File: src/rtl/ppc_pkg.sv
// ppc_pkg: shared types, constants and functions of the perfect power classifier
// used by the root cells and the top level; no dependencies

package ppc_pkg;

  localparam int unsigned VALUE_BITS   = 31;
  localparam int unsigned MASK_BITS    = 30;
  localparam int unsigned CNT_W        = 5;
  localparam logic [CNT_W-1:0] CNT_RESET = CNT_W'(4);

  // square root cells: two radicand bits per cell
  localparam int unsigned SQ_XW    = 32;
  localparam int unsigned SQ_RW    = 20;
  localparam int unsigned SQ_YW    = 16;
  localparam int unsigned SQ_CELLS = 30;
  localparam int unsigned SQ_B     = 16;  // root of the root
  localparam int unsigned SQ_C     = 24;
  localparam int unsigned SQ_D     = 28;

  // cube root cells: three radicand bits per cell
  localparam int unsigned CB_XW    = 33;
  localparam int unsigned CB_RW    = 28;
  localparam int unsigned CB_YW    = 12;
  localparam int unsigned CB_Y2W   = 24;
  localparam int unsigned CB_CELLS = 17;
  localparam int unsigned CB_B     = 11;
  localparam int unsigned CB_C     = 15;

  localparam int unsigned PIPE_DEPTH   = SQ_CELLS;
  localparam int unsigned TAB_MAX_BASE = 73;
  localparam int unsigned TAB_N        = 10;
  localparam int unsigned TAB_EXP [TAB_N] = '{5, 7, 11, 13, 17, 19, 23, 25, 29, 31};

  typedef struct packed {
    logic [SQ_XW-1:0] x;
    logic [SQ_RW-1:0] r;
    logic [SQ_YW-1:0] y;
  } sq_t;

  typedef struct packed {
    logic [CB_XW-1:0]  x;
    logic [CB_RW-1:0]  r;
    logic [CB_YW-1:0]  y;
    logic [CB_Y2W-1:0] y2;
  } cb_t;

  typedef struct packed {
    logic        one;
    logic        zero;
    logic        sq2;
    logic        sq4;
    logic        sq8;
    logic        sq16;
    logic        cu3;
    logic        cu9;
    logic        cu27;
    logic [31:0] tab;  // indexed by exponent, set for the listed larger exponents
  } flags_t;

  // value equals b^e for some base 2..TAB_MAX_BASE; powers are folded at elaboration
  function automatic logic pow_hit(logic [VALUE_BITS-1:0] v, int unsigned e);
    logic [63:0] p;
    logic        hit;
    hit = 1'b0;
    for (int unsigned b = 2; b <= TAB_MAX_BASE; b++) begin
      p = 64'd1;
      for (int unsigned i = 0; i < 32; i++) begin
        if (i < e && p < (64'd1 << VALUE_BITS)) begin
          p = p * 64'(b);
        end
      end
      if (p < (64'd1 << VALUE_BITS) && v == p[VALUE_BITS-1:0]) begin
        hit = 1'b1;
      end
    end
    return hit;
  endfunction

  // bit k: value is a (k+2)-th power, built from the prime power parts of the exponent
  function automatic logic [MASK_BITS-1:0] mask_of(flags_t f, logic [CNT_W-1:0] cnt);
    logic [MASK_BITS-1:0] m;
    int unsigned          rem;
    int unsigned          t2;
    int unsigned          t3;
    logic                 ok;
    m = '0;
    for (int unsigned k = 0; k < MASK_BITS; k++) begin
      rem = k + 2;
      t2  = 1;
      t3  = 1;
      for (int unsigned i = 0; i < 5; i++) begin
        if (rem % 2 == 0) begin
          rem = rem / 2;
          t2  = t2 * 2;
        end
      end
      for (int unsigned i = 0; i < 3; i++) begin
        if (rem % 3 == 0) begin
          rem = rem / 3;
          t3  = t3 * 3;
        end
      end
      ok = 1'b1;
      case (t2)
        2:       ok = ok & f.sq2;
        4:       ok = ok & f.sq4;
        8:       ok = ok & f.sq8;
        16:      ok = ok & f.sq16;
        default: ok = ok;
      endcase
      case (t3)
        3:       ok = ok & f.cu3;
        9:       ok = ok & f.cu9;
        27:      ok = ok & f.cu27;
        default: ok = ok;
      endcase
      if (rem > 1) begin
        ok = ok & f.tab[rem[4:0]];
      end
      m[k] = (CNT_W'(k) < cnt) && (f.one || (!f.zero && ok));
    end
    return m;
  endfunction

endpackage

File: src/rtl/ppc_sqrt_cell.sv
// ppc_sqrt_cell: one digit step of a restoring square root, registered
// depends on ppc_pkg

module ppc_sqrt_cell
  import ppc_pkg::*;
(
  input  logic clk_i,
  input  logic en_i,
  input  sq_t  cell_i,
  output sq_t  cell_o
);

  logic [SQ_RW-1:0] rs;
  logic [SQ_RW-1:0] t;
  sq_t              cell_d;
  sq_t              cell_q;

  always_comb begin
    rs       = {cell_i.r[SQ_RW-3:0], cell_i.x[SQ_XW-1 -: 2]};
    t        = {2'b00, cell_i.y, 2'b01};
    cell_d.x = {cell_i.x[SQ_XW-3:0], 2'b00};
    if (rs >= t) begin
      cell_d.r = rs - t;
      cell_d.y = {cell_i.y[SQ_YW-2:0], 1'b1};
    end else begin
      cell_d.r = rs;
      cell_d.y = {cell_i.y[SQ_YW-2:0], 1'b0};
    end
  end

  always_ff @(posedge clk_i) begin
    if (en_i) begin
      cell_q <= cell_d;
    end
  end

  assign cell_o = cell_q;

endmodule

File: config.mk
export PLATFORM = sky130hd
export DESIGN_NAME = ppc_sqrt_cell
export DESIGN_NICKNAME = d
export VERILOG_FILES = /design/src/rtl/ppc_pkg.sv /design/src/rtl/ppc_sqrt_cell.sv
export SDC_FILE = /design/constraint.sdc
export NUM_CORES = 1
export LEC_CHECK = 0
export BUFFER_PORTS_ARGS = -buffer_cell sky130_fd_sc_hd__buf_2
export CORE_AREA = 2 2 70 106
export DETAILED_ROUTE_END_ITERATION = 12
export DIE_AREA = 0 0 72 108
export PLACE_DENSITY = 0.79
export SETUP_SLACK_MARGIN = 0.5
export SLEW_MARGIN = 10
export SYNTH_ARGS = -nofsm -noshare
export SYNTH_HDL_FRONTEND = slang
export SYNTH_SLANG_ARGS = --single-unit
export TNS_END_PERCENT = 100
File: constraint.sdc
create_clock -name clk_i -period 3.3 [get_ports clk_i]
set_clock_uncertainty 0.1 [all_clocks]
set_input_delay 0.33 -clock clk_i [delete_from_list [all_inputs] [get_ports clk_i]]
set_output_delay 0.33 -clock clk_i [all_outputs]
set_load 0.1 [all_outputs]
## Yosys cells after proc, flatten, opt, wreduce, memory -nomap -nowiden

Cells that the tools add are included.

- Flip-flop bits (word level): 66
- Logic and storage cells: 6

- $add $sub $neg: 1
- Magnitude comparators: 1
- Muxes and demuxes: 1

Operators with widths:

| kind | count |
|---|---|
| 2-to-1 mux 36 bit | 1 |
| greater-or-equal comparator 20 x 18 -> 1 bit | 1 |
| subtractor 20 x 18 -> 20 bit | 1 |

## Longest topological paths before layout

- Depth in word-level cells: 2
- Mapped depth: 10

## Worst setup path before layout

OpenSTA, ideal clock, no wires.

- Path type: input-to-reg
- Start point: in cell_i[1] in the netlist's numbering
- End point: reg cell_q, in the netlist cell_o[28] (data pin)
- Arrival: 2181 ps
- Required time: 2940 ps
- Setup slack: 759 ps
- Cell stages on the path: 10
- Buffers on the path: 1
- Cells stage by stage: inv_1 -> ha_1 -> o211ai_1 -> a21oi_1 -> o21bai_1 -> a21bo_2 -> a21oi_2 -> nor2_2 -> buf_6 -> mux2_2

RTL lines:

| element | RTL line | RTL |
|---|---|---|
| start, declared | ppc_sqrt_cell.sv:9 | `input sq_t cell_i,` |
| end signal, assigned | ppc_sqrt_cell.sv:33 | `cell_q <= cell_d;` |
| end, declared | ppc_sqrt_cell.sv:16 | `sq_t cell_q;` |

==> impl_results.md <==
- Status: completed
- Fin util: 0.6154
- Largest net degree at the start of global routing: 67
- Dpl hpwl: 5126 um
- Highest Clock Rate: 0.4194 GHz
- RSZ-0062 raised after global routing: false
- Resize count post-CTS: 0
- Mapped Cells: 239
- Minimum hold slack: 0.06791 ns
- # DRC: 0
- Clock-pin slew on the worst setup and hold paths: 0.07 ns
- Hold wc startpoint: cell_i[64]
- Crit Path Category: in2reg
- Crit. Startpoint: cell_i[4]
- # IOs: 138
- Commonest non-fill, non-tap cell in the layout: buf_2
- DRT Pass-1 Iters: 4
- Final ANT Viol Nets: 0
- Setup Viol. Count Final: 0
- Seq cells post-synth: 66
- Drt total wl: 6746 um
- Post-DR vias/cell: 5.189
- Max Cap Viol: 0
- Max FFs per register: 66
- Crit path capture type: register
- Num CTS Buffers: 9
- Period utilization: 0.7226
- PD cells: 661.9 nW/um^2
- Number of flops mapped to enable cells by yosys: 66
- Overall via count from detail_route: 2413
- Final hold violations: 0
- Area grow syn2layout: 30.33%
- Fin crit period: 2.385 ns
- Initial Util: 0.4721
- Longest Clk Path Bufs: 2
- Setup total negative slack: 0 ns
- Fill count: 558
- Design Area, Final: 4188 um^2
- Core area: 6805 um^2
- Sequential element share of the synthesized area: 0.6168
- Most frequent cells in the layout: buf_2 (133), edfxtp_1 (66), inv_1 (23)
- Root buf cell: clkbuf_8
- IO Port Bufs: 133
- CTS Hold Buffers Added: 0
- Top_reg_cell synth: edfxtp_1
- Die width: 72 um
- Die H: 108 um
- Die area: 7776 um^2
- Rows: 37
- Diode count: 0
- Grt ovf: 0
- Initial antenna violation count: 0
- Element type at the critical path start: primary input
- Final Power: 2.772 mW
- Number of global-route vias before repair: 2398
- Mapped cell area: 3213 um^2
- CP Capture Point: cell_o[35]$_DFFE_PP_
- WL per Instance: 14.51 um
- Crit Path Max Fanout: 6
- Static Leakage: 1.913 nW
- Max-slew violation count: 0
- Post-synthesis cell type count: 37
- Arrival time of the worst setup path: 2.47 ns
- Sink Count: 66
- Maximum vdd drop: 0.0003108 V
- GPL Wtd Cong: 0.8577
- Layout cells sized above 1: 0.4393
- Total Routing Usage GR: 0.1732
- CTS tree: yes
- Placed cell area: 3989 um^2
- FFs w/ async S/R, synth: 0
- 1st-iter DRT viols: 131
- Post-CTS setup buffer count: 0
- Ys Warns: 0
- Syn_area_per_cell: 13.44 um^2
- H-tree Lvls: 3
- Nets: 471
- Worst min-delay path category: in2reg
- Worst EP required: 3.39 ns
- First-pass GRT wire length: 10250 um
[cell usage after synthesis, types with 2 or more instances]
cell type,number,share of area
edfxtp_1,66,0.62
inv_1,23,0.027
a21oi_1,18,0.028
ha_1,18,0.070
nand2_1,15,0.018
mux2_2,14,0.049
xnor2_1,10,0.027
nor2_1,9,0.011
xor2_1,8,0.022
o21ai_0,7,0.011
a21o_1,6,0.014
and3_1,5,0.0097
a31oi_1,4,0.0078
nand3_1,4,0.0062
mux2i_1,3,0.0093
o211ai_1,3,0.0070
a21oi_2,2,0.0055
buf_4,2,0.0047
clkbuf_1,2,0.0023
nand2b_1,2,0.0039
o21bai_1,2,0.0047
[how the worst min path moves through the flow]
| stage | endpoint | slack, ns | depth (start not counted) |
|---|---|---|---|
| after floorplan | cell_o[10]$_DFFE_PP_ | 0.33 | 0 |
| after global placement | cell_o[66]$_DFFE_PP_ | 0.41 | 1 |
| after detailed placement | cell_o[49]$_DFFE_PP_ | 0.41 | 1 |
| after CTS | cell_o[60]$_DFFE_PP_ | 0.05 | 1 |
| after global routing | cell_o[66]$_DFFE_PP_ | 0.05 | 1 |
| final | cell_o[66]$_DFFE_PP_ | 0.07 | 1 |
[cell families after synthesis]
kind of cell | Yosys count | synth area share
DFF | 66 | 0.6168
adders and majority gates | 18 | 0.07009
other | 1 | 0.001167
AOI/OAI and AO/OA | 51 | 0.1067
muxes | 18 | 0.06192
buffers and inverters | 28 | 0.03738
xor gates and xnor gates | 18 | 0.04907
and+or+nand+nor | 39 | 0.05686
[cell type report]
class / instances / area (um^2) / area share
flip-flops and latches: 66 / 1982 / 0.4733
clock buffers: 11 / 131.4 / 0.03137
repair buffers: 137 / 708.2 / 0.1691
multi-input cells: 146 / 1115 / 0.2662
clock inverters: 4 / 67.56 / 0.01613
well taps: 78 / 97.59 / 0.02330
inverters: 23 / 86.33 / 0.02062
[worst max-delay path: stages]
cell       delay, ns
buf_2           0.09
inv_1           0.04
ha_1            0.38
a21oi_2         0.22
o211ai_1        0.14
nand3_1         0.13
o221ai_1        0.19
a31o_2          0.33
a2111oi_2       0.39
mux2i_1         0.23
[layer usage]
layer | global-route usage | wire [um] | vias to the layer above
met4 | 0.09973 | 184 | 0
met1 | 0.1696 | 2355 | 1111
met3 | 0.05871 | 631 | 12
met5 | 0 | 0 | -
met2 | 0.3108 | 3575 | 122
li1 | - | - | 1168
[power breakdown]
part	internal, mW	switching (mW)	leakage, nW
clock	0.417	0.285	0.0985
sequential	1.03	0.0178	0.646
combinational	0.204	0.820	1.17
total	1.65	1.12	1.91
[stage by stage]
step                worst slack [ns]  instances
floorplan                     0.7586        240
global placement              0.6070        450
detailed placement            0.5900        450
CTS                           0.9482        465
global route                  0.8102        465
finish                        0.9154        465
No activity file was read; power rests on OpenSTA's default activity.
