## config.mk

```make
export PLATFORM = sky130hd
export DESIGN_NAME = ppc_cbrt_cell
export DESIGN_NICKNAME = d
export VERILOG_FILES = /design/src/rtl/ppc_pkg.sv /design/src/rtl/ppc_cbrt_cell.sv
export SDC_FILE = /design/constraint.sdc
export NUM_CORES = 1
export LEC_CHECK = 0
export ABC_AREA = 1
export CAP_MARGIN = 40
export CORE_MARGIN = 5
export CORE_UTILIZATION = 55
export CTS_BUF_LIST = sky130_fd_sc_hd__clkbuf_8
export CTS_CLUSTER_DIAMETER = 150
export DETAILED_ROUTE_END_ITERATION = 10
export DONT_BUFFER_PORTS = 1
export PLACE_DENSITY = 0.68
export SYNTH_ARGS = -nofsm -noshare
export SYNTH_HDL_FRONTEND = slang
export SYNTH_SLANG_ARGS = --single-unit
```

## constraint.sdc

```tcl
create_clock -name clk_i -period 6.07 [get_ports clk_i]
set_clock_uncertainty 0.05 [all_clocks]
set_input_delay 0.3035 -clock clk_i [delete_from_list [all_inputs] [get_ports clk_i]]
set_output_delay 0.3035 -clock clk_i [all_outputs]
set_load 0.01 [all_outputs]
```

## src/rtl/ppc_pkg.sv

```systemverilog
// ppc_pkg: shared types, constants and functions of the perfect power classifier
// used by the root cells and the top level; no dependencies

package ppc_pkg;

  localparam int unsigned VALUE_BITS   = 31;
  localparam int unsigned MASK_BITS    = 30;
  localparam int unsigned CNT_W        = 5;
  localparam logic [CNT_W-1:0] CNT_RESET = CNT_W'(4);

  // square root cells: two radicand bits per cell
  localparam int unsigned SQ_XW    = 32;
  localparam int unsigned SQ_RW    = 20;
  localparam int unsigned SQ_YW    = 16;
  localparam int unsigned SQ_CELLS = 30;
  localparam int unsigned SQ_B     = 16;  // root of the root
  localparam int unsigned SQ_C     = 24;
  localparam int unsigned SQ_D     = 28;

  // cube root cells: three radicand bits per cell
  localparam int unsigned CB_XW    = 33;
  localparam int unsigned CB_RW    = 28;
  localparam int unsigned CB_YW    = 12;
  localparam int unsigned CB_Y2W   = 24;
  localparam int unsigned CB_CELLS = 17;
  localparam int unsigned CB_B     = 11;
  localparam int unsigned CB_C     = 15;

  localparam int unsigned PIPE_DEPTH   = SQ_CELLS;
  localparam int unsigned TAB_MAX_BASE = 73;
  localparam int unsigned TAB_N        = 10;
  localparam int unsigned TAB_EXP [TAB_N] = '{5, 7, 11, 13, 17, 19, 23, 25, 29, 31};

  typedef struct packed {
    logic [SQ_XW-1:0] x;
    logic [SQ_RW-1:0] r;
    logic [SQ_YW-1:0] y;
  } sq_t;

  typedef struct packed {
    logic [CB_XW-1:0]  x;
    logic [CB_RW-1:0]  r;
    logic [CB_YW-1:0]  y;
    logic [CB_Y2W-1:0] y2;
  } cb_t;

  typedef struct packed {
    logic        one;
    logic        zero;
    logic        sq2;
    logic        sq4;
    logic        sq8;
    logic        sq16;
    logic        cu3;
    logic        cu9;
    logic        cu27;
    logic [31:0] tab;  // indexed by exponent, set for the listed larger exponents
  } flags_t;

  // value equals b^e for some base 2..TAB_MAX_BASE; powers are folded at elaboration
  function automatic logic pow_hit(logic [VALUE_BITS-1:0] v, int unsigned e);
    logic [63:0] p;
    logic        hit;
    hit = 1'b0;
    for (int unsigned b = 2; b <= TAB_MAX_BASE; b++) begin
      p = 64'd1;
      for (int unsigned i = 0; i < 32; i++) begin
        if (i < e && p < (64'd1 << VALUE_BITS)) begin
          p = p * 64'(b);
        end
      end
      if (p < (64'd1 << VALUE_BITS) && v == p[VALUE_BITS-1:0]) begin
        hit = 1'b1;
      end
    end
    return hit;
  endfunction

  // bit k: value is a (k+2)-th power, built from the prime power parts of the exponent
  function automatic logic [MASK_BITS-1:0] mask_of(flags_t f, logic [CNT_W-1:0] cnt);
    logic [MASK_BITS-1:0] m;
    int unsigned          rem;
    int unsigned          t2;
    int unsigned          t3;
    logic                 ok;
    m = '0;
    for (int unsigned k = 0; k < MASK_BITS; k++) begin
      rem = k + 2;
      t2  = 1;
      t3  = 1;
      for (int unsigned i = 0; i < 5; i++) begin
        if (rem % 2 == 0) begin
          rem = rem / 2;
          t2  = t2 * 2;
        end
      end
      for (int unsigned i = 0; i < 3; i++) begin
        if (rem % 3 == 0) begin
          rem = rem / 3;
          t3  = t3 * 3;
        end
      end
      ok = 1'b1;
      case (t2)
        2:       ok = ok & f.sq2;
        4:       ok = ok & f.sq4;
        8:       ok = ok & f.sq8;
        16:      ok = ok & f.sq16;
        default: ok = ok;
      endcase
      case (t3)
        3:       ok = ok & f.cu3;
        9:       ok = ok & f.cu9;
        27:      ok = ok & f.cu27;
        default: ok = ok;
      endcase
      if (rem > 1) begin
        ok = ok & f.tab[rem[4:0]];
      end
      m[k] = (CNT_W'(k) < cnt) && (f.one || (!f.zero && ok));
    end
    return m;
  endfunction

endpackage

```

## src/rtl/ppc_cbrt_cell.sv

```systemverilog
// ppc_cbrt_cell: one digit step of a restoring cube root, registered
// depends on ppc_pkg

module ppc_cbrt_cell
  import ppc_pkg::*;
(
  input  logic clk_i,
  input  logic en_i,
  input  cb_t  cell_i,
  output cb_t  cell_o
);

  logic [CB_RW-1:0] rs;
  logic [CB_RW-1:0] t;
  logic [CB_RW-1:0] y2e;
  logic [CB_RW-1:0] ye;
  cb_t              cell_d;
  cb_t              cell_q;

  always_comb begin
    rs  = {cell_i.r[CB_RW-4:0], cell_i.x[CB_XW-1 -: 3]};
    y2e = {4'b0, cell_i.y2};
    ye  = {16'b0, cell_i.y};
    // (2y+1)^3 - (2y)^3
    t   = (y2e << 3) + (y2e << 2) + (ye << 2) + (ye << 1) + CB_RW'(1);
    cell_d.x = {cell_i.x[CB_XW-4:0], 3'b000};
    if (rs >= t) begin
      cell_d.r  = rs - t;
      cell_d.y  = {cell_i.y[CB_YW-2:0], 1'b1};
      cell_d.y2 = {cell_i.y2[CB_Y2W-3:0], 2'b00} + {10'b0, cell_i.y, 2'b00} + CB_Y2W'(1);
    end else begin
      cell_d.r  = rs;
      cell_d.y  = {cell_i.y[CB_YW-2:0], 1'b0};
      cell_d.y2 = {cell_i.y2[CB_Y2W-3:0], 2'b00};
    end
  end

  always_ff @(posedge clk_i) begin
    if (en_i) begin
      cell_q <= cell_d;
    end
  end

  assign cell_o = cell_q;

endmodule

```

Word-level counts from Yosys, hierarchy flattened
Cells that the tools add are included.

Bits in registers: 94. Bits in latches: 0. Bits in writable memories: 0. ROM bits: 0. Input bits: 99. Memories kept: 0.

Add/subtract/negate cells: 7. Multiply operators: 0. Div/mod/pow operators: 0. Magnitude comparators: 1. Eq/ne operators: 0. Shift operators: 0. Mux-type cells: 1. Bitwise logic cells: 0. Reduce and logical (&&, ||, !) cells: 0.

Operators by type and width (count): 2-to-1 mux 64 bit (1); adder 27 x 26 -> 28 bit (1); adder 28 x 1 -> 28 bit, second input constant (1); adder 28 x 13 -> 28 bit (1); adder 28 x 14 -> 28 bit (1); greater-or-equal comparator 28 bit (1); subtractor 28 bit (1); adder 24 x 1 -> 24 bit, second input constant (1); adder 24 x 14 -> 24 bit (1).

Longest topological paths before layout
Gate-level depths: netlist of run 1.

Depth after elaboration: 6. Mapped depth: 28. Depth with buffers taken out: 27.

Least setup slack after synthesis of run 1
OpenSTA, ideal clock, no wires.

Path kind: in2reg. From: in cell_i[1] in the netlist's numbering. To: reg cell_q (netlist bit cell_o[15]), data pin. Library setup time: 0.252 ns. Arrival time: 3.985 ns. Data required time: 5.768 ns. Path slack: 1.783 ns. Stages: 25. Path buffers: 2. Path through: inv_1 fa_1 fa_1 inv_1 ha_1 fa_1 nand3_1 nand2_1 nand3_1 nand2_1 a21oi_1 xor2_1 ha_1 nand2_1 inv_1 nand2_1 nand2_1 nand2_1 a21oi_1 nor2_2 nand2_4 buf_8 buf_6 nand3b_1 nand2_1.

RTL lines: from (decl) (RTL line ppc_cbrt_cell.sv:9) `input cb_t cell_i,`; to (signal assigned) (RTL line ppc_cbrt_cell.sv:40) `cell_q <= cell_d;`; to (decl) (RTL line ppc_cbrt_cell.sv:18) `cb_t cell_q;`.

==> results.md, run 1 <==
- Outcome: finished, final reports clean
- Critical path launch point type: input pin
- N_diodes: 0
- Synth cell types: 35
- Post-Synth XOR/XNOR Area: 0.0396
- Initial antenna violation count: 0
- Most common cell after layout, fill and taps aside: nand2_1
- Vias per cell: 5.19
- Tcrit/Tclk final: 0.855
- Yosys top cell by area: edfxtp_1
- Clock power share: 0.123
- Fillers: 1483
- Hold/Removal Path Class: input pin to register
- Largest family of logic cells by synthesized area: simple AND/OR/NAND/NOR gates
- Sequential share of the synthesized area: 0.315
- Post-synthesis compound-gate area fraction: 0.0527
- Slew headroom: 0.502
- Placer Congestion: approximately 0.97
- Synth top area share: 0.315
- Mean Syn Cell Area: 7.30 um^2
- CP required: roughly 6.3 ns
- Overall Global Routing Usage: 0.255
- Adder-cell share of the synthesized area: 0.182
- First-pass GRT wire length: between 30 and 40 mm
- Vias: ~7700
- Total clock sinks: between 90 and 100
- Proportion of synthesized area in mux cells: 0
- Sequential share of power: 0.294
- Initial Util: 0.560
- Final HPWL from detailed placement: 19.5 mm
- Power Dens Cells: 352 mW/mm^2
- Synth warnings: 0
- Fin crit period: just over 5 ns
- Crit-path leading delay family: adder cells
- Routed wire length: around 24 mm
- Multi-input gate area: ~0.0052 mm^2
- Post-Syn Instances: approximately 1200
- Pre-antenna DRT Iters: 5
- Arrival @ worst endpoint: about 5.4 ns
- Peak supply drop: between 0.15 and 0.2 mV
- Layout area overhead: 9.25%
- Final setup fails: 0
- Top post-synthesis cells by area: edfxtp_1 (32%), nand2_1 (19%), ha_1 (13%)
- Chip height: 137 um
- RSZ-0062 raised after global routing: false
- Stages on worst setup path: 25
- Max Slew Vio Count: 0
- Sw power: 1.67 mW
- Met1 wire length: 11.0 mm
- Largest net degree at the start of global routing: 59
- Row cnt: 46
- Gr ovfl total: 0
- CTS tree: yes
- Max reg flops: just over 90
- Worst hold path stage count: 2
- Die area: 0.0187 mm^2
- Routed len/inst: roughly 17 um
- Core Region: approximately 0.016 mm^2
- Cell-internal power: ~1.7 mW
- Cts bufs inserted: 9
- Slew @ Worst Pin: ~0.75 ns
- Fmax: approximately 190 MHz
- Layout cell share with drive strength beyond 1: 0.0317
- Met3 wire length: between 2 and 3 mm
- Buf/Inv on CP: 3
- Worst path max stage delay: 0.63 ns
- Drt initial violations: approximately 580
- Remaining routing DRC violations: 0
- Setup_tns: 0 ns
- Slowest-stage cell, CP: inv_2
- Sw frac: 0.492
- Combinational group share of total power: 0.583
- IO Count: roughly 200
- Finished Core Util: 0.611
- Reg area: 0.00279 mm^2
- Static Leak: about 5 nW
- Netlist area before placement: 0.00886 mm^2
- Root buf cell: clkbuf_8
- Vias in the first global route: 6974
- Hold Vio Cnt, Final: 0
- CTS max path bufs: 2
- Top Layer Used: met4
- Die Wd: about 140 um
- ANT nets after route: 0
- MaxCap Viol Count: 0
- I/O Buffers: 0
- CP dominant cell by count: nand2_1
- Seq cells post-synth: a little over 90
- Worst setup EP type: register
- Crit Path Category: input pin to register
- WHS: roughly 0.032 ns
- Metal2 WL: ~11 mm
- Nets: 1471
- Synth Area in Simple Gates: 0.310
- CP max FO: 35
- Most frequent cells in the layout: nand2_1 (456), inv_1 (203), edfxtp_1 (93)
- H-Tree Depth: 3
- Worst-path clk slew: about 0.12 ns
-- timing repair --
item / in CTS / in global routing
setup endpoints to repair: 0 / 0
buffers inserted: 0 / 0
hold buffers: 43 / 0
resized for setup: 0 / 0
endpoints found under the hold margin: 99 / 0
-- power by group through the flow --
stage	clock, mW	sequential, mW	combinational, mW
2_1_floorplan	0	0.994	1.52
3_3_place_gp	0	1.02	1.91
3_5_place_dp	0	1.02	1.93
4_1_cts	0.423	1.01	1.98
5_1_grt	0.462	1.01	2.25
6_report	0.419	1.00	1.98
-- per-layer routing --
layer | track usage | up-vias
li1 | - | 3943
met1 | 0.356 | 3396
met2 | 0.400 | 323
met3 | 0.0765 | 18
met4 | 0.0471 | 0
met5 | 0 | -
-- cells in the mapped netlist, drive strengths merged --
master	count
nand2	465
inv	204
edfxtp	93
ha	89
nor2	82
nand3	68
a21oi	47
o21ai	27
xor2	27
fa	25
nand4	16
buf	14
nand3b	14
xnor2	13
nor3	9
a21o	4
or2	4
o21bai	3
o211ai	2
a211oi	1
a21boi	1
a31oi	1
and2	1
conb	1
nor4	1
o21a	1
-- stage by stage --
step                      worst slack [ns]  std cells  power (mW)  instance area (um^2)
after global placement               0.701       1420        2.93                  9030
after CTS                             1.01       1479        3.40                  9680
after global routing                 0.537       1479        3.73                  9680
after floorplan                       1.78       1216        2.51                  8870
final                                0.877       1479        3.40                  9680
after detailed placement             0.588       1420        2.95                  9030
-- area by class of cell --
cell class / instances / area share
clock inverter: 7 / 0.00647
inverter: 204 / 0.0791
sequential: 93 / 0.289
clock buffer: 9 / 0.0128
tap: 216 / 0.0279
timing repair buffer: 45 / 0.0489
multi-input combinational: 905 / 0.536
-- cells by family (layout without fill, tap and decap cells) --
logic type | Yosys count | in the layout
buf+inv | 218 | 265
simple gates | 660 | 660
compound gates | 87 | 87
flops | 93 | 93
xor+xnor | 40 | 40
other cells | 1 | 4
fa+ha+maj | 114 | 114
-- worst paths after layout --
check	end	from
max	cell_o[52]	cell_i[3]
min	cell_o[61]	cell_i[58]
No activity file was read; power rests on OpenSTA's default activity.
==> run 2, diff against run 1 <==
--- a/config.mk
+++ b/config.mk
@@ -8,12 +8,12 @@
 export ABC_AREA = 1
 export CAP_MARGIN = 40
 export CORE_MARGIN = 5
-export CORE_UTILIZATION = 55
+export CORE_UTILIZATION = 25
 export CTS_BUF_LIST = sky130_fd_sc_hd__clkbuf_8
 export CTS_CLUSTER_DIAMETER = 150
 export DETAILED_ROUTE_END_ITERATION = 10
 export DONT_BUFFER_PORTS = 1
-export PLACE_DENSITY = 0.68
+export PLACE_DENSITY = 0.36
 export SYNTH_ARGS = -nofsm -noshare
 export SYNTH_HDL_FRONTEND = slang
 export SYNTH_SLANG_ARGS = --single-unit
==> results.md, run 2 (synthesized netlist as in run 1, its figures left out) <==
- Top Layer Used: met4
- H-Tree Depth: 3 (unchanged)
- Overall Global Routing Usage: 0.147 (-0.109)
- Post-cts resize count: 0 (unchanged)
- Vias per cell: 4.39 (-15%)
- Worst path max stage delay: 0.52 ns (-0.11 ns)
- Layout cell share with drive strength beyond 1: 0.0313 (-0.000347)
- Most frequent cells in the layout: nand2_1 (456), inv_1 (204), edfxtp_1 (93)
- CTS max path bufs: 2 (unchanged)
- Slew headroom: 0.638 (+0.136)
- Most common cell after layout, fill and taps aside: nand2_1
- Hold path startpoint: cell_i[54]
- Peak supply drop: 0.145 mV (-11%)
- Root buf cell: clkbuf_8
- Static Leak: 5.08 nW (+1.4%)
- MaxCap Viol Count: 0 (unchanged)
- I/O Buffers: 0 (unchanged)
- Row cnt: 69 (+50%)
- Max reg flops: 93 (unchanged)
- Remaining routing DRC violations: 0 (unchanged)
- Worst-path clk slew: 0.13 ns (about the same)
- Vias: 7633 (-0.61%)
- Tcrit/Tclk final: 0.796 (-0.0594)
- Worst hold path stage count: 2 (unchanged)
- Crit Path Category: input pin to register
- Outcome: finished, final reports clean
- Chip height: 198 um (+45%)
- Final HPWL from detailed placement: 23.8 mm (+22%)
- First-pass GRT wire length: 44.2 mm (+21%)
- Drt initial violations: 534 (-8.2%)
- Vias in the first global route: 7361 (+5.5%)
- Hold EP: cell_o[57]
- Met1 wire length: 13.9 mm (+27%)
- Gr ovfl total: 0 (unchanged)
- Hold/Removal Path Class: input pin to register
- Slew @ Worst Pin: 0.537 ns (-0.209 ns)
- Final setup fails: 0 (unchanged)
- Max Slew Vio Count: 0 (unchanged)
- Finished Core Util: 0.287 (-0.324)
- Cts bufs inserted: 9 (unchanged)
- Largest net degree at the start of global routing: 43 (-27%)
- Metal2 WL: 13.5 mm (+27%)
- Critical path cell sequence: inv_1 > fa_1 > fa_1 > inv_1 > ha_1 > nand3_1 > nand3_1 > a21boi_0 > o21ai_0 > nand2_1 > nand2_1 > nand2_1 > nand2_1 > ha_1 > nand2_1 > nor2_1 > nand2_1 > nor3_1 > nand2_2 > nand2_4 > buf_4 > nand3_1 > nand2_1
- Pre-antenna DRT Iters: 5 (unchanged)
- Total clock sinks: 93 (unchanged)
- Die Wd: 198 um (+45%)
- IO Count: 196 (unchanged)
- CP required: 6.30 ns (about the same)
- Fmax: 207 MHz (+7.5%)
- CP max FO: 21 (-40%)
- CP dominant cell by count: nand2_1
- Power Dens Cells: 347 mW/mm^2 (-1.3%)
- Hold buffers post-CTS: 56 (+30%)
- Hold Vio Cnt, Final: 0 (unchanged)
- ANT nets after route: 0 (unchanged)
- Nets: 1486 (+1.0%)
- Setup_tns: 0 ns (unchanged)
- Initial antenna violation count: 0 (unchanged)
- Placer Congestion: 0.860 (-11%)
- Initial Util: 0.251 (-0.309)
- Layout area overhead: 14.6%
- Routed len/inst: 17.0 um (+2.7%)
- Critical path launch point type: input pin
- CTS tree: yes
- Routed wire length: 29.5 mm (+21%)
- Met3 wire length: 1.67 mm (-37%)
- RSZ-0062 raised after global routing: false
- Fillers: 3835 (+160%)
- Worst setup EP type: register
- Fin crit period: 4.83 ns (-0.361 ns)
- N_diodes: 0 (unchanged)
- Post-CTS setup buffers: 0 (unchanged)
- Die area: 0.0393 mm^2 (+110%)
- Slowest-stage cell, CP: fa_1
- Core Region: 0.0353 mm^2 (+120%)
- Arrival @ worst endpoint: 5.06 ns (-0.35 ns)
## run 2: critical path, delay by kind of cell
kind            cells  cell delay (ns)
compound gates      2             0.77
fa+ha+maj           4             1.76
buf+inv             3             0.44
simple gates       14             1.77
## run 2: cell type report
type	count	area, um^2	area share
Sequential cell	93	2790	0.275
Multi-Input combinational cell	905	5190	0.511
Inverter	204	766	0.0754
Timing Repair Buffer	60	641	0.0631
Clock inverter	6	62.6	0.00616
Clock buffer	9	124	0.0122
Tap cell	461	577	0.0568
## run 2: per-layer routing
metal  up-vias  track usage
met5         -            0
met4         0       0.0337
met3        22       0.0286
met2       202        0.242
met1      3433        0.200
li1       3976            -
## run 2: worst max path at each step
stage          startpoint          to  slack (ns)
4_1_cts         cell_i[3]  cell_o[53]        1.17
5_1_grt         cell_i[3]  cell_o[56]        0.77
2_1_floorplan   cell_i[1]  cell_o[15]        1.78
6_report        cell_i[3]  cell_o[53]        1.24
3_5_place_dp    cell_i[3]  cell_o[60]        0.71
3_3_place_gp    cell_i[3]  cell_o[60]        0.82
## run 2: report_power, final
part	switching [mW]	internal, mW
Clock	0.261	0.189
Combinational	1.37	0.698
Sequential	0.119	0.887
Total	1.75	1.77
## run 2: metrics by stage
stage / setup slack, ns / std cells / instance area, um^2 / hold WS (ns) / total power [mW]
final: 1.24 / 1738 / 10100 / 0.0215 / 3.52
after global routing: 0.774 / 1738 / 10100 / 0.00500 / 3.90
after CTS: 1.17 / 1738 / 10100 / 0.000132 / 3.59
after detailed placement: 0.706 / 1667 / 9370 / 0.352 / 3.07
after global placement: 0.817 / 1667 / 9370 / 0.352 / 3.08
after floorplan: 1.78 / 1216 / 8870 / 0.352 / 2.51
